**src/hdl/ovl_pkg.sv**
```systemverilog
// ----------------------------------------------------------------------------
// Ordered value list package
// Beat types and request and status codes for the list core, and the value
// width that it shares with its entry store.
// ----------------------------------------------------------------------------
package ovl_pkg;

  localparam int unsigned ValueW = 32;
  localparam int unsigned CountFieldW = 5;

  localparam logic [1:0] KIND_INSERT = 2'd0;
  localparam logic [1:0] KIND_DELETE = 2'd1;
  localparam logic [1:0] KIND_SEARCH = 2'd2;

  localparam logic [1:0] STATUS_DONE    = 2'd0;
  localparam logic [1:0] STATUS_MISSING = 2'd1;
  localparam logic [1:0] STATUS_FULL    = 2'd2;

  typedef struct packed {
    logic [1:0]               kind;
    logic signed [ValueW-1:0] value;
  } ovl_req_t;

  typedef struct packed {
    logic [1:0]             status;
    logic [CountFieldW-1:0] entry_count;
  } ovl_rsp_t;

endpackage

```
**src/hdl/ovl_store.sv**
```systemverilog
// ----------------------------------------------------------------------------
// Ordered value list entry store
// Single write port, single read port memory with registered read data.
// ----------------------------------------------------------------------------
module ovl_store
  import ovl_pkg::*;
#(
  parameter int unsigned Depth = 16,
  parameter int unsigned AddrW = 4
) (
  input  logic              clk_i,
  input  logic              wr_en_i,
  input  logic [AddrW-1:0]  wr_addr_i,
  input  logic [ValueW-1:0] wr_data_i,
  input  logic [AddrW-1:0]  rd_addr_i,
  output logic [ValueW-1:0] rd_data_o
);

  logic [ValueW-1:0] mem [Depth];

  always_ff @(posedge clk_i) begin
    if (wr_en_i) begin
      mem[wr_addr_i] <= wr_data_i;
    end
    rd_data_o <= mem[rd_addr_i];
  end

endmodule

```
**src/hdl/ordered_value_list_core.sv**
```systemverilog
// ----------------------------------------------------------------------------
// Ordered value list core
// Bounded list of signed 32-bit values with insert, delete and search.
// ----------------------------------------------------------------------------
// A request beat on the input channel carries a kind and a value. Each request
// gives exactly one response beat with a status and the entry count after it.
// Insert appends at the tail and is rejected with a full status when the list
// holds CAPACITY entries. Delete removes the first equal entry and closes the
// gap. Search reports whether the value is held. An unused kind gives a
// not-found status and changes nothing.
// Insert, unused kinds and requests on an empty list answer in the cycle after
// the request beat. Search scans the held entries one per cycle until a match
// or the last entry. Delete scans up to the match and then moves every later
// entry down one slot, one per cycle, before it answers. The single read port
// of the entry store sets this pace.
// One request is in work at a time; the next request beat is taken once the
// core is idle and its response register is empty or being emptied.
// Reset empties the list at once; stale store contents are never used.
// While the receiver stalls, the response beat is held unchanged.
// ----------------------------------------------------------------------------
module ordered_value_list_core
  import ovl_pkg::*;
#(
  parameter int unsigned CAPACITY = 16
) (
  input  logic     clk_i,
  input  logic     rst_ni,
  input  logic     in_valid_i,
  output logic     in_stall_o,
  input  ovl_req_t in_req_i,
  output logic     out_valid_o,
  input  logic     out_stall_i,
  output ovl_rsp_t out_rsp_o
);

  localparam int unsigned IdxW = (CAPACITY > 1) ? $clog2(CAPACITY) : 1;
  localparam int unsigned CntW = $clog2(CAPACITY + 1);

  typedef enum logic [1:0] {
    StIdle,
    StScan,
    StShift
  } state_e;

  state_e            state_q, state_d;
  logic [IdxW-1:0]   ptr_q, ptr_d;
  logic [CntW-1:0]   count_q, count_d;
  logic              is_del_q, is_del_d;
  logic [ValueW-1:0] val_q, val_d;
  logic              out_valid_q, out_valid_d;
  ovl_rsp_t          out_rsp_q, out_rsp_d;

  logic              in_accept;
  logic              out_free;
  logic [CntW-1:0]   ptr_ext;
  logic              at_last;
  logic              hit;
  logic              give_rsp;
  logic [1:0]        rsp_status;

  logic              wr_en;
  logic [IdxW-1:0]   wr_addr;
  logic [ValueW-1:0] wr_data;
  logic [IdxW-1:0]   rd_addr;
  logic [ValueW-1:0] rd_data;

  ovl_store #(
    .Depth (CAPACITY),
    .AddrW (IdxW)
  ) u_store (
    .clk_i     (clk_i),
    .wr_en_i   (wr_en),
    .wr_addr_i (wr_addr),
    .wr_data_i (wr_data),
    .rd_addr_i (rd_addr),
    .rd_data_o (rd_data)
  );

  assign out_free   = !out_valid_q || !out_stall_i;
  assign in_stall_o = (state_q != StIdle) || !out_free;
  assign in_accept  = in_valid_i && !in_stall_o;

  assign ptr_ext = CntW'(ptr_q);
  assign at_last = ((ptr_ext + CntW'(1)) == count_q);
  assign hit     = (rd_data == val_q);

  always_comb begin
    state_d     = state_q;
    ptr_d       = ptr_q;
    count_d     = count_q;
    is_del_d    = is_del_q;
    val_d       = val_q;
    out_valid_d = out_valid_q && out_stall_i;
    out_rsp_d   = out_rsp_q;
    give_rsp    = 1'b0;
    rsp_status  = STATUS_MISSING;
    wr_en       = 1'b0;
    wr_addr     = ptr_q;
    wr_data     = rd_data;
    rd_addr     = '0;

    unique case (state_q)
      StIdle: begin
        if (in_accept) begin
          case (in_req_i.kind)
            KIND_INSERT: begin
              give_rsp = 1'b1;
              if (count_q == CntW'(CAPACITY)) begin
                rsp_status = STATUS_FULL;
              end else begin
                wr_en      = 1'b1;
                wr_addr    = IdxW'(count_q);
                wr_data    = in_req_i.value;
                count_d    = count_q + CntW'(1);
                rsp_status = STATUS_DONE;
              end
            end
            KIND_DELETE, KIND_SEARCH: begin
              if (count_q == '0) begin
                give_rsp   = 1'b1;
                rsp_status = STATUS_MISSING;
              end else begin
                ptr_d    = '0;
                val_d    = in_req_i.value;
                is_del_d = (in_req_i.kind == KIND_DELETE);
                state_d  = StScan;
              end
            end
            default: begin
              give_rsp   = 1'b1;
              rsp_status = STATUS_MISSING;
            end
          endcase
        end
      end
      StScan: begin
        rd_addr = IdxW'(ptr_ext + CntW'(1));
        if (hit) begin
          if (is_del_q) begin
            state_d = StShift;
          end else begin
            give_rsp   = 1'b1;
            rsp_status = STATUS_DONE;
            state_d    = StIdle;
          end
        end else if (at_last) begin
          give_rsp   = 1'b1;
          rsp_status = STATUS_MISSING;
          state_d    = StIdle;
        end else begin
          ptr_d = ptr_q + IdxW'(1);
        end
      end
      StShift: begin
        rd_addr = IdxW'(ptr_ext + CntW'(2));
        if (at_last) begin
          count_d    = count_q - CntW'(1);
          give_rsp   = 1'b1;
          rsp_status = STATUS_DONE;
          state_d    = StIdle;
        end else begin
          wr_en   = 1'b1;
          wr_addr = ptr_q;
          wr_data = rd_data;
          ptr_d   = ptr_q + IdxW'(1);
        end
      end
      default: begin
        state_d = StIdle;
      end
    endcase

    if (give_rsp) begin
      out_valid_d           = 1'b1;
      out_rsp_d.status      = rsp_status;
      out_rsp_d.entry_count = CountFieldW'(count_d);
    end
  end

  always_ff @(posedge clk_i or negedge rst_ni) begin
    if (!rst_ni) begin
      state_q     <= StIdle;
      count_q     <= '0;
      out_valid_q <= 1'b0;
      ptr_q       <= '0;
      is_del_q    <= 1'b0;
    end else begin
      state_q     <= state_d;
      count_q     <= count_d;
      out_valid_q <= out_valid_d;
      ptr_q       <= ptr_d;
      is_del_q    <= is_del_d;
    end
  end

  always_ff @(posedge clk_i) begin
    val_q     <= val_d;
    out_rsp_q <= out_rsp_d;
  end

  assign out_valid_o = out_valid_q;
  assign out_rsp_o   = out_rsp_q;

`ifndef SYNTHESIS
  a_count_bounded: assert property (@(posedge clk_i) disable iff (!rst_ni)
    count_q <= CntW'(CAPACITY))
    else $error("entry count exceeds capacity");

  a_ptr_in_list: assert property (@(posedge clk_i) disable iff (!rst_ni)
    (state_q != StIdle) |-> (ptr_ext < count_q))
    else $error("scan position beyond held entries");

  a_insert_grows: assert property (@(posedge clk_i) disable iff (!rst_ni)
    (in_accept && in_req_i.kind == KIND_INSERT && count_q != CntW'(CAPACITY))
      |=> (count_q == $past(count_q) + CntW'(1)))
    else $error("insert did not add an entry");

  a_no_rsp_overrun: assert property (@(posedge clk_i) disable iff (!rst_ni)
    (state_q != StIdle) |-> !out_valid_q)
    else $error("response register busy during a scan");
`endif

endmodule
```
**config.mk**
```make
export PLATFORM = sky130hd
export DESIGN_NAME = ordered_value_list_core
export DESIGN_NICKNAME = d
export VERILOG_FILES = /design/src/hdl/ovl_pkg.sv /design/src/hdl/ovl_store.sv /design/src/hdl/ordered_value_list_core.sv
export SDC_FILE = /design/constraint.sdc
export NUM_CORES = 1
export LEC_CHECK = 0
export CORE_MARGIN = 2
export CORE_UTILIZATION = 57
export CTS_CLUSTER_DIAMETER = 120
export DETAILED_ROUTE_END_ITERATION = 10
export DONT_BUFFER_PORTS = 1
export GPL_ROUTABILITY_DRIVEN = 0
export HOLD_SLACK_MARGIN = 0.1
export PLACE_DENSITY = 0.75
export SYNTH_ARGS = -nofsm -noshare
export SYNTH_HDL_FRONTEND = slang
export SYNTH_HIERARCHICAL = 1
export SYNTH_SLANG_ARGS = --single-unit
```
**constraint.sdc**
```tcl
create_clock -name clk_i -period 4.6 [get_ports clk_i]
set_input_delay 0 -clock clk_i [delete_from_list [all_inputs] [get_ports clk_i]]
set_output_delay 0 -clock clk_i [all_outputs]
set_load 0.005 [all_outputs]
```
### Yosys cells after proc, flatten, opt, wreduce, memory -nomap -nowiden

Memories as Yosys holds them, arrays and structs flattened. A register that Yosys moved wholly into a read port is not among the register bits.
Index checks and enable logic that the tools add are counted.

| storage, ports and cells | value |
|---|---|
| flip-flop bits (word level) | 52 |
| memory bits (writable) | 512 |
| bits of input ports | 38 |
| output and inout bits | 9 |
| word-level logic and storage cells | 92 |
| memories | 1 |

| cells by class | value |
|---|---|
| $add $sub $neg | 5 |
| equality and inequality tests | 11 |
| multiplexer cells | 49 |
| bitwise operators | 1 |
| reduce and logical (&&, ||, !) cells | 17 |

Memory list:

| memory | words | width | rd ports | clocked after memory_dff | wr ports | RTL line | RTL |
|---|---|---|---|---|---|---|---|
| u_store.mem | 16 | 32 | 1 | 1 | 1 | ovl_store.sv:19 | `logic [ValueW-1:0] mem [Depth];` |

Operators with widths:

| cell | number |
|---|---|
| 32-bit 2-to-1 mux | 4 |
| 4-bit 2-to-1 mux | 9 |
| 32-bit == test | 1 |
| 2-bit 2-to-1 mux | 10 |
| 5-bit 2-to-1 mux | 4 |
| 1-bit 2-to-1 mux | 15 |
| 2-bit case mux with 3 select lines | 2 |
| 4-bit case mux with 3 select lines | 1 |
| 5-bit case mux with 2 select lines | 1 |
| 4-bit case mux with 2 select lines | 1 |
| 2-bit inequality test, second input constant | 3 |
| 4-bit by 1-bit adder with 5-bit output, second input constant | 1 |
| 5-bit by 1-bit adder with 5-bit output, second input constant | 1 |
| 5-bit == test | 1 |
| 5-bit == test, second input constant | 1 |
| 5-bit logical NOT | 1 |
| 5-bit AND reduction | 1 |
| 5-bit by 1-bit subtractor with 5-bit output, second input constant | 1 |
| 4-bit by 1-bit adder with 4-bit output, second input constant | 1 |
| 4-bit by 2-bit adder with 4-bit output, second input constant | 1 |
| 2-bit by 1-bit == test with 1-bit output, second input constant | 2 |
| 2-bit == test, second input constant | 2 |
| 1-bit logical NOT | 4 |
| 2-bit logical NOT | 2 |
| 11 further kinds | 13 |

### Longest topological paths before layout

Gate-level depths: netlist (run 1).

| depth | value |
|---|---|
| word-level depth | 10 |
| mapped depth | 11 |
| mapped depth without buffers | 9 |

### Hierarchy

The synthesis (run 1) kept the hierarchy.

By module, submodules not included:

| module | times used | cells each | area each (um^2) | sequential area each (um^2) |
|---|---|---|---|---|
| ovl_store | 1 | 838 | 19,835.3 | 16,015.4 |
| ordered_value_list_core | 1 | 284 | 3,279.4 | 1,496.4 |

### Worst setup path before layout (run 1)

Ideal clock, no wire load.

| timing | value |
|---|---|
| path kind | reg-to-reg |
| from | register state_q[0] |
| to | memory u_store.mem[0][0] (enable) |
| setup time | 461 ps |
| data arrival time | 4,568 ps |
| data required time | 4,139 ps |
| setup slack | -429 ps |
| stages on the path, launching flop included | 10 |
| path buffers | 1 |
| period minus slack after synthesis | 5,029 ps |
| path through | dfrtp_1 > inv_1 > ha_1 > a21boi_1 > and3_1 > o21ai_1 > clkbuf_1 > a32o_1 > or3b_2 > nor3_1 |

| between the ends | value |
|---|---|
| elaborated cells on any way between the ends | 12 |
| those cells by class | 1 x eq/ne; 6 x mux; 5 x reduce/logical |

RTL lines:

| item | RTL line | RTL |
|---|---|---|
| start: declaration | ordered_value_list_core.sv:45 | `state_e state_q, state_d;` |
| start signal: assignment | ordered_value_list_core.sv:182 | `state_q <= StIdle;` |
| start signal: assignment | ordered_value_list_core.sv:188 | `state_q <= state_d;` |
| 2-bit nonzero test | ordered_value_list_core.sv:80 | `assign in_stall_o = (state_q != StIdle) \|\| !out_free;` |
| 1-bit logical OR | ordered_value_list_core.sv:80 |  |
| 1-bit logical NOT | ordered_value_list_core.sv:81 | `assign in_accept = in_valid_i && !in_stall_o;` |
| 1-bit logical AND | ordered_value_list_core.sv:81 |  |
| 4-bit 2-to-1 mux | ordered_value_list_core.sv:104 | `if (in_accept) begin` |
| 4-bit 2-to-1 mux (*) | - |  |
| net wr_addr[3] | ordered_value_list_core.sv:62 | `logic [IdxW-1:0] wr_addr;` |
| end: declaration | ovl_store.sv:19 |  |

Mark *: on every way through the listed nets, which the timed path passes. The rest lies on a longest branch.

### Worst setup path after layout (run 1)

| timing | value |
|---|---|
| from | register state_q[0] |
| to | memory u_store.mem[10][8] (enable) |

The elaborated chain is that of the path after synthesis.

==> summary.md, run 1 <==
| Metric | Value |
|---|---|
| Max-slew violations | `0` |
| Yosys cell types | `58` |
| Multi-input logic area | `approximately 5500 sq um` |
| Synth warn | `6` |
| Setup tns final | `0 ps` |
| CTS resizes | `0` |
| Average cell area after synthesis | `about 21 sq um` |
| Worst vdd ir | `roughly 270 uV` |
| Clock-pin slew on the worst setup and hold paths | `60 ps` |
| Final setup fails | `0` |
| Root buffer cell | `clkbuf_16` |
| EDFF count, synth | `551` |
| Critical path buffers and inverters | `2` |
| Outcome | `completed` |
| Crit-path cells | `inv_1 -> ha_1 -> a21boi_1 -> and3_1 -> o21ai_4 -> a22o_1 -> nand3b_1 -> nor2_4 -> buf_4` |
| Internal | `about 11 mW` |
| Switch Pwr | `4.07 mW` |
| Drt first pass iters | `5` |
| Placed Instance Area | `24000 sq um` |
| Global-route wire length before repair | `76000 um` |
| Worst path depth | `9` |
| Worst slew margin | `24.2%` |
| Clock power share | `roughly 31%` |
| Share of cells above drive strength 1 | `about a quarter` |
| Number of remaining DRC errors | `0` |
| FF+latch count, synth | `~600` |
| Syn nets | `about 1.2k` |
| Critical path launch point type | `flop` |
| Post-synthesis sequential area ratio | `between 70% and 80%` |
| Via/cell ratio | `6.41` |
| CTS Buffer Depth | `3` |
| Synth area leader | `edfxtp_1` |
| Post-synth top area share | `71.6%` |
| CTS Buf Count | `57` |
| Total Routed Length | `~50000 um` |
| Core box area | `between 30000 and 40000 sq um` |
| GR Util All Layers | `between 20% and 30%` |
| Asr flop ratio synth | `~2.2%` |
| Most used DFF post-synth | `edfxtp_1` |
| Vias in the first global route | `11.8k` |
| Pin count of the biggest net entering global routing | `54` |
| Width of the die | `approximately 210 um` |
| Insertion delay to the later sink of the worst-skew pair | `between 600 and 700 ps` |
| Final ANT Viol Nets | `0` |
| Die area | `42200 sq um` |
| R2r worst-path depth | `9` |
| Die H | `between 200 and 250 um` |
| Hold Vio Cnt, Final | `0` |
| Initial antenna violation count | `2` |
| Design Area, Final | `around 27000 sq um` |
| Top Ports | `47` |
| Worst-margin pin slew | `roughly 1100 ps` |
| RSZ-0062 raised after global routing | `false` |
| Minimum clock period | `slightly above 4000 ps` |
| Area growth syn-to-layout | `14.8%` |
| CP endpoint kind | `flop` |
| Fillers | `2415` |
| GRT Residual Overflow | `0` |
| CTS tree | `yes` |
| Nets@finish | `1276` |
| Arrival @ worst endpoint | `4390 ps` |
| Most common cell after layout, fill and taps aside | `edfxtp_1` |
| Max stage delay cell, worst path | `nor2_4` |
| H-tree levels | `2` |
| Synth Instances | `~1.1k` |
| Switching share of power | `between 20% and 30%` |
| Hold path cells | `1` |
| 1st-iter DRT viols | `~1.4k` |
| Worst hold path type | `in -> reg` |
| Initial Util | `57.9%` |
| # hold bufs at CTS | `slightly above 70` |
| Clock skew | `about 15 ps` |
| Row Count | `73` |
| Critical Path RT | `4860 ps` |
| CP max stage delay | `approximately 630 ps` |
| Post-DP HPWL | `between 20000 and 30000 um` |
| Most frequent cells in the layout | `551 x edfxtp_1, 128 x mux4_2, 71 x dlygate4sd3_1, 65 x a22oi_1` |
| Top delay family on crit path | `simple AND/OR/NAND/NOR gates` |
| Mapped Area | `between 20000 and 25000 sq um` |
| PwrDens | `~560 nW/um^2` |
| Post-CTS setup buffers | `0` |
| Fmax achieved | `242 MHz` |
| Power share of the combinational group | `21.6%` |
| Sequential Area | `about 18000 sq um` |
| IO buf count | `0` |
| Pwr Total | `around 15 mW` |
| Top cells by area, synth | `edfxtp_1 72%, mux4_2 12%, dfxtp_1 2.8%` |
| CP max FO | `27` |
| Vias | `11.6k` |
| Path type of the worst setup path | `reg -> reg` |
| DR WL/cell | `27.9 um` |
| Register share of total power | `47.4%` |
| Leakage power | `8.42 nW` |
| Clk sinks | `596` |
| Max cap viols | `0` |
| Crit share post-route | `89.8%` |
-- state kept, by name (all words and copies together) (netlist names) --
signal             count
ptr_q                  4
is_del_q               1
out_rsp_o              7
u_store/mem          512
count_q                5
state_q                2
u_store/rd_data_o     32
val_q                 32
out_valid_o            1
-- power groups by stage --
stage	clock (mW)	sequential, mW	combinational (mW)
2_1_floorplan	0	7.11	2.34
4_1_cts	4.70	7.09	3.27
3_3_place_gp	0	7.18	3.11
6_report	4.65	7.10	3.25
5_1_grt	4.91	7.13	3.52
3_5_place_dp	0	7.20	3.17
-- metal layers --
layer	vias up	track usage, %	part of all wire (%)
li1	4828	-	-
met1	6115	34.7	39
met2	524	40.8	50
met3	83	5.34	8.6
met4	2	6.91	2.4
met5	-	0	0.026
-- cells in the mapped netlist (3+ instances only) --
master / number
and2_1: 5
mux4_2: 128
nand4_1: 10
inv_1: 12
a22oi_1: 65
edfxtp_1: 551
buf_4: 11
and3_1: 4
a211o_1: 3
dfxtp_1: 32
xnor2_1: 38
nor2_1: 25
nand2b_1: 7
buf_1: 10
ha_1: 11
buf_2: 13
nor3_1: 8
clkbuf_1: 20
a21oi_1: 3
a221o_1: 3
nand3_1: 4
nor4_1: 3
nand2_1: 58
mux2_2: 33
o21ai_0: 6
xor2_1: 4
dfrtp_1: 13
-- worst register-to-register path, stage by stage, from the launching register on --
cell	delay, ps
dfrtp_1	420
inv_1	120
ha_1	300
a21boi_1	400
and3_1	360
o21ai_4	310
a22o_1	340
nand3b_1	420
nor2_4	630
buf_4	470
-- final cells by class --
cell class,instances,area share (%)
Clock inverter,28,1.14
Inverter,12,0.170
Timing Repair Buffer,102,3.79
Antenna cell,1,0.00943
Multi-Input combinational cell,458,20.5
Clock buffer,79,5.88
Sequential cell,596,66.0
Tap cell,525,2.48
-- through the flow --
step	utilization (%)	worst slack, ps	hold WS, ps	cells
floorplan	-	-135	-296	1122
global placement	60.0	706	-295	1622
detailed placement	60.0	570	-295	1622
CTS	66.5	493	101	1800
global route	66.5	245	106	1800
finish	66.5	471	127	1801
-- worst paths after layout --
| path | end | startpoint | slack [ps] |
|---|---|---|---|
| setup reg to reg | u_store/mem[10][8]$_DFFE_PP_ | state_q[0]$_DFFE_PN0P_ | 470 |
| min in group asynchronous | ptr_q[0]$_DFFE_PN0P_ | rst_ni | 450 |
| setup / recovery | u_store/mem[10][8]$_DFFE_PP_ | state_q[0]$_DFFE_PN0P_ | 470 |
| max in group asynchronous | is_del_q$_DFFE_PN0P_ | rst_ni | 3690 |
| hold / removal | val_q[14]$_DFFE_PP_ | in_req_i[14] | 130 |
| hold reg to reg | state_q[0]$_DFFE_PN0P_ | state_q[0]$_DFFE_PN0P_ | 600 |
-- cells by family after synthesis --
family,after synthesis,synth area share (%)
and+or+nand+nor,140,3.06
adders and majority gates,11,0.595
xor gates and xnor gates,43,1.69
DFF,596,75.8
AOI/OAI and AO/OA,101,3.31
buffers and inverters,68,1.42
muxes,163,14.2
(Power assumes the default switching activity.)
==> run 2: changes to the inputs <==
Settings changed: PLACE_DENSITY 0.75 to 0.71.
==> run 2 against run 1 <==
Effect of this change:
- first-iteration DRC count is 25% lower
- largest power group unchanged
- final cell count is 0.11% lower
- worst hold slack lost 16 ps
- sequential power barely moved
- sequential cell count did not move
- sequential share of layout area shrank 0.11 points
- power grew 0.23%
- fmax rose by 8.4%
==> summary.md, run 2 (synthesis gave the netlist of run 1 again) <==
| Metric | Value |
|---|---|
| Outcome | `completed` |
| Nets@finish | `1277 (+0.078%)` |
| CTS resizes | `0 (unchanged)` |
| Clk sinks | `596 (unchanged)` |
| Crit share post-route | `82.8% (-6.9 points)` |
| Drt first pass iters | `5 (unchanged)` |
| Biggest regs | `u_store/mem (512), u_store/rd_data_o (32), val_q (32)` |
| Arrival @ worst endpoint | `4100 ps (-290 ps)` |
| GRT Residual Overflow | `0 (unchanged)` |
| Final ANT Viol Nets | `0 (unchanged)` |
| Share of cells above drive strength 1 | `23.5% (-0.45 points)` |
| Worst vdd ir | `404 uV (+51%)` |
| Width of the die | `205 um (unchanged)` |
| CTS Buffer Depth | `3 (unchanged)` |
| Path type of the worst setup path | `reg -> reg` |
| Vias in the first global route | `11.4k (-3.0%)` |
| Design Area, Final | `26600 sq um (+0.17%)` |
| PwrDens | `565 nW/um^2 (about the same)` |
| Most frequent cells in the layout | `551 x edfxtp_1, 128 x mux4_2, 73 x dlygate4sd3_1, 65 x a22oi_1, 59 x clkbuf_16` |
| IO buf count | `0 (unchanged)` |
| Via/cell ratio | `6.25 (-2.6%)` |
| Initial Util | `57.9% (unchanged)` |
| Root buffer cell | `clkbuf_16` |
| Number of remaining DRC errors | `0 (unchanged)` |
| Pre-CTS setup slack | `798 ps (+228 ps)` |
| CTS Buf Count | `57 (unchanged)` |
| H-tree levels | `2 (unchanged)` |
| Diode count | `0 (-1)` |
| Crit-path cells | `inv_1 -> ha_1 -> a21boi_1 -> and3_1 -> o21ai_4 -> nand2_1 -> o21ai_0 -> buf_4 -> nand2b_1 -> nor2_4 -> buf_12` |
| Final Worst Setup Slack | `791 ps (+320 ps)` |
| Fillers | `2531 (+4.8%)` |
| Final setup fails | `0 (unchanged)` |
| Clock skew | `16.3 ps (+1.36 ps)` |
| Pwr Total | `15.0 mW (+0.23%)` |
| Top Ports | `47 (unchanged)` |
| Top delay family on crit path | `simple AND/OR/NAND/NOR gates` |
| Row Count | `73 (unchanged)` |
| Multi-input logic area | `5450 sq um (unchanged)` |
| Die H | `205 um (unchanged)` |
| Placed Instance Area | `24000 sq um (about the same)` |
| Initial antenna violation count | `0 (-2)` |
| Minimum clock period | `3810 ps (-320 ps)` |
| Leakage power | `8.44 nW (+0.19%)` |
| Max cap viols | `0 (unchanged)` |
| Vias | `11.2k (-2.7%)` |
| Core Util, Final | `66.6% (+0.11 points)` |
| RSZ-0062 raised after global routing | `false` |
| GR Util All Layers | `23.9% (-1.1 points)` |
| Max reg flops | `512 (unchanged)` |
| Core box area | `39900 sq um (unchanged)` |
| Hold Vio Cnt, Final | `0 (unchanged)` |
| Fin Hold WS | `111 ps (-16.1 ps)` |
| Critical path buffers and inverters | `3 (+1)` |
| Max-slew violations | `0 (unchanged)` |
| Largest reg by FF count | `u_store/mem` |
| Pin count of the biggest net entering global routing | `106 (+96%)` |
| Max stage delay cell, worst path | `nor2_4` |
| Critical path launch point type | `flop` |
| Clock-pin slew on the worst setup and hold paths | `60 ps (about the same)` |
| Post-DP HPWL | `27700 um (-0.50%)` |
| Most common cell after layout, fill and taps aside | `edfxtp_1` |
| Insertion delay to the later sink of the worst-skew pair | `610 ps (about the same)` |
| Sequential Area | `17500 sq um (unchanged)` |
| Critical Path RT | `4890 ps (+30 ps)` |
| 1st-iter DRT viols | `1049 (-25%)` |
| Worst-margin pin slew | `1150 ps (+13.7 ps)` |
| Die area | `42200 sq um (unchanged)` |
| CP max stage delay | `570 ps (-60 ps)` |
| Worst slew margin | `23.2% (-0.92 points)` |
| Fmax achieved | `263 MHz (+8.4%)` |
| CP endpoint kind | `flop` |
| Total Routed Length | `48400 um (-3.6%)` |
| Global-route wire length before repair | `73100 um (-3.8%)` |
| DR WL/cell | `26.9 um (-3.5%)` |
| Area growth syn-to-layout | `15.0%` |
| Worst hold path type | `in -> reg` |
| CTS tree | `yes` |
| CP max FO | `24 (-11%)` |
## run 2: cell count changes in the layout (fill, tap and decap cells not counted), sizes merged
cell / delta
clkinvlp: -1
dlygate4sd3: +2
bufinv: +2
clkbuf: -5
buf: -1
inv: -1
clkinv: +3
diode: -1
## run 2: routing by layer
layer	part of all wire (%)	global-route usage [%]	vias to the layer above
li1	-	-	4824
met3	6.3	3.75	64
met5	0	0	-
met1	42	34.8	5982
met2	49	38.5	368
met4	2.0	6.04	0
## run 2: timing repair
item / in CTS / in global routing
endpoints found under the hold margin: 600 / 0
buffers inserted: 0 / 0
setup endpoints to repair: 0 / 0
hold buffers: 73 / 0
## run 2: metrics by stage
stage | cells | setup TNS (ps)
after floorplan | 1122 | -8010
after global placement | 1621 | 0
after detailed placement | 1621 | 0
after CTS | 1799 | 0
after global routing | 1799 | 0
final | 1799 | 0
## run 2: path summary, 6_finish.rpt
kind / endpoint / depth (start not counted) / slack (ps) / start
worst max-delay path: u_store/mem[10][5]$_DFFE_PP_ / 11 / 790 / state_q[0]$_DFFE_PN0P_
worst min-delay path: val_q[18]$_DFFE_PP_ / 1 / 110 / in_req_i[18]
worst max register to register: u_store/mem[10][5]$_DFFE_PP_ / 11 / 790 / state_q[0]$_DFFE_PN0P_
worst min register to register: state_q[0]$_DFFE_PN0P_ / 2 / 580 / state_q[0]$_DFFE_PN0P_
max in group asynchronous: count_q[2]$_DFF_PN0_ / 2 / 3760 / rst_ni
min in group asynchronous: ptr_q[2]$_DFFE_PN0P_ / 2 / 420 / rst_ni
## run 2: final cells by class
class,count,share of cell area [%]
timing repair buffer,103,3.88
sequential,596,65.9
multi-input combinational,458,20.5
clock buffer,74,5.77
inverter,12,0.169
tap,525,2.47
clock inverter,31,1.32
## run 2: power breakdown
group / switching, mW / total, mW / internal, mW
sequential: 0.218 / 7.10 / 6.88
combinational: 1.91 / 3.21 / 1.30
clock: 1.94 / 4.72 / 2.79
total: 4.06 / 15.0 / 11.0
==> run 3: changes to the inputs <==
Settings changed: ABC_AREA set to 1, CORE_UTILIZATION 57 to 60, PLACE_DENSITY 0.71 to 0.72.
Clock period 4.6 ns to 3.8 ns, I/O delays scaled along.
==> run 3 against run 2 <==
Effect of this change:
- synthesized area is 13% higher
- non-clock buffer count is 23 higher
- fmax is 5.5% higher
- clock skew is 4.7 ps higher
- sequential share of layout area is 6.4 points lower
- worst hold slack better by 46 ps
- cell area is 11% higher
- combinational power is 110% higher
- highest routed layer is now met5
==> summary.md, run 3 <==
| Metric | Value |
|---|---|
| Largest reg by FF count | `u_store/mem` |
| Average cell area after synthesis | `10.1 sq um (-51%)` |
| Pre-CTS setup slack | `265 ps (-533 ps)` |
| Total Routed Length | `66300 um (+37%)` |
| CP max FO | `32 (+33%)` |
| Reg2Reg Launch Point | `state_q[1]$_DFFE_PN0P_` |
| Share of cells above drive strength 1 | `6.73% (-17 points)` |
| Final setup fails | `0 (unchanged)` |
| Final Worst Setup Slack | `189 ps (-602 ps)` |
| Width of the die | `213 um (+3.7%)` |
| Die area | `45400 sq um (+7.5%)` |
| Synth warn | `6 (unchanged)` |
| Critical Path RT | `4030 ps (-860 ps)` |
| Placed Instance Area | `26900 sq um (+12%)` |
| Drt first pass iters | `6 (+1)` |
| Fmax achieved | `277 MHz (+5.5%)` |
| Top cells by area, synth | `edfxtp_1 63%, nand2_1 13%, nand3_1 7.7%` |
| Fillers | `3102 (+23%)` |
| Most frequent cells in the layout | `875 x nand2_1, 551 x edfxtp_1, 439 x inv_1, 402 x nand3_1, 72 x dlygate4sd3_1` |
| Insertion delay to the later sink of the worst-skew pair | `620 ps (about the same)` |
| Via/cell ratio | `5.60 (-10%)` |
| FF+latch count, synth | `596 (unchanged)` |
| Post-CTS setup buffers | `0 (unchanged)` |
| Worst vdd ir | `484 uV (+20%)` |
| Vias | `18.4k (+64%)` |
| Asr flop ratio synth | `2.18% (unchanged)` |
| Initial antenna violation count | `1 (+1)` |
| Commonest cells in the netlist | `875 x nand2_1, 551 x edfxtp_1, 442 x inv_1, 403 x nand3_1, 49 x buf_2` |
| Most used DFF post-synth | `edfxtp_1` |
| Global-route wire length before repair | `99500 um (+36%)` |
| Most common cell in the netlist | `nand2_1` |
| Worst-margin pin slew | `1230 ps (+77.1 ps)` |
| Core Util, Final | `68.3% (+1.7 points)` |
| Root buffer cell | `clkbuf_16` |
| Final ANT Viol Nets | `0 (unchanged)` |
| Crit share post-route | `95.0% (+12 points)` |
| Vias in the first global route | `17.5k (+53%)` |
| 1st-iter DRT viols | `2498 (+140%)` |
| Clock skew | `21.0 ps (+4.73 ps)` |
| Mapped Area | `26200 sq um (+13%)` |
| Number of remaining DRC errors | `0 (unchanged)` |
| CTS tree | `yes` |
| Outcome | `completed` |
| PwrDens | `718 nW/um^2 (+27%)` |
| Max cap viols | `0 (unchanged)` |
| IO buf count | `0 (unchanged)` |
| Hold wc startpoint | `in_req_i[1]` |
| GR Util All Layers | `29.8% (+5.9 points)` |
| DR WL/cell | `20.2 um (-25%)` |
| RSZ-0062 raised after global routing | `true` |
| Core box area | `43100 sq um (+7.9%)` |
| Max reg flops | `512 (unchanged)` |
| CP endpoint kind | `flop` |
| EDFF count, synth | `551 (unchanged)` |
| Worst slew margin | `18.1% (-5.2 points)` |
| Hold Vio Cnt, Final | `0 (unchanged)` |
| Post-synthesis sequential area ratio | `66.8% (-8.9 points)` |
| Most common cell after layout, fill and taps aside | `nand2_1` |
| Synth Instances | `2582 (+130%)` |
| Pin count of the biggest net entering global routing | `129 (+22%)` |
| Row Count | `76 (+4.1%)` |
| Post-DP HPWL | `40000 um (+45%)` |
| Post-synth top area share | `63.2% (-8.4 points)` |
| Clk sinks | `596 (unchanged)` |
| CTS Buf Count | `59 (+3.5%)` |
| Area growth syn-to-layout | `12.3%` |
| H-tree levels | `2 (unchanged)` |
| Max-slew violations | `0 (unchanged)` |
| Die H | `213 um (+3.7%)` |
| Critical path launch point type | `flop` |
| Minimum clock period | `3610 ps (-198 ps)` |
| Synth area leader | `edfxtp_1` |
| Biggest regs | `u_store/mem (512), u_store/rd_data_o (32), val_q (32)` |
| Worst Setup SP | `state_q[1]$_DFFE_PN0P_` |
| Worst hold path type | `in -> reg` |
| Pwr Total | `21.1 mW (+41%)` |
| Path type of the worst setup path | `reg -> reg` |
| Initial Util | `60.8% (+2.9 points)` |
| CTS Buffer Depth | `3 (unchanged)` |
| Design Area, Final | `29400 sq um (+11%)` |
| Arrival @ worst endpoint | `3840 ps (-260 ps)` |
| Clock-pin slew on the worst setup and hold paths | `60 ps (about the same)` |
| Nets@finish | `2702 (+110%)` |
| Syn nets | `2631 (+120%)` |
| Diode count | `0 (unchanged)` |
| GRT Residual Overflow | `0 (unchanged)` |
| Top Ports | `47 (unchanged)` |
| Leakage power | `12.5 nW (+48%)` |
| Yosys cell types | `36 (-38%)` |
## run 3: cell count changes after synthesis, moves of 16 or more
cell and change:
mux4_2 -128, nand2_1 +817, buf_2 +36, nor2_1 +20, xnor2_1 -18, nand3_1 +399
mux2_2 -33, inv_1 +430, a22oi_1 -65, buf_6 +28, o21ai_0 +16
## run 3: cells by family (layout without fill, tap and decap cells)
kind of cell | after synthesis | count (layout) | share of synthesized area (%)
simple gates | 1343 | 1343 | 21.5
flops | 596 | 596 | 66.8
buf+inv | 564 | 686 | 9.35
compound gates | 44 | 44 | 0.946
xor+xnor | 24 | 24 | 0.802
fa+ha+maj | 11 | 11 | 0.525
## run 3: final cells by class
type,count,area (sq um),area share (%)
Sequential cell,596,17500,59.5
Multi-Input combinational cell,1422,6420,21.8
Inverter,448,1690,5.74
Clock buffer,85,1650,5.62
Timing Repair Buffer,126,1250,4.25
Tap cell,585,732,2.49
Clock inverter,27,174,0.591
## run 3: repair_timing
item	in CTS	in global routing
hold buffers	72	0
endpoints found under the hold margin	313	0
setup endpoints to repair	0	64
resized for setup	0	1
## run 3: worst paths after layout
path                                                     end  slack, ps  cells past startpoint
worst max-delay path            u_store/mem[1][30]$_DFFE_PP_        190                     12
worst min-delay path                      val_q[1]$_DFFE_PP_        160                      1
worst max register to register  u_store/mem[1][30]$_DFFE_PP_        190                     12
worst min register to register          is_del_q$_DFFE_PN0P_        580                      2
max in group asynchronous              out_valid_o$_DFF_PN0_       2920                      2
min in group asynchronous               is_del_q$_DFFE_PN0P_        410                      2
## run 3: per-layer routing
| metal | vias up | wire length [um] | GRT usage, % |
|---|---|---|---|
| li1 | 8447 | - | - |
| met1 | 8682 | 25400 | 40.7 |
| met2 | 1116 | 30400 | 46.8 |
| met3 | 160 | 8400 | 7.71 |
| met4 | 2 | 2100 | 10.4 |
| met5 | - | 11 | 0 |
## run 3: report_power, final
part	switching [mW]	internal [mW]	leakage, nW
logic	5.11	1.75	6.19
registers	0.246	8.51	5.40
clock network	2.43	3.09	0.901
## run 3: per-stage QoR
stage,setup TNS [ps],hold WS (ps),cells
after floorplan,0,-296,2582
after detailed placement,0,-295,3105
after CTS,0,112,3289
after global routing,-47.6,116,3289
final,0,157,3289
after global placement,0,-295,3105
## run 3: worst max-delay path, cell delays in order (launching register included)
cell and delay (ps):
dfrtp_1 460, inv_1 110, ha_1 210, nand3_1 130, inv_1 140, nand2_4 120, nor2_4 60, inv_2 60
buf_4 240, o21ai_0 230, inv_1 130, nand2_1 240, nor2_4 1030
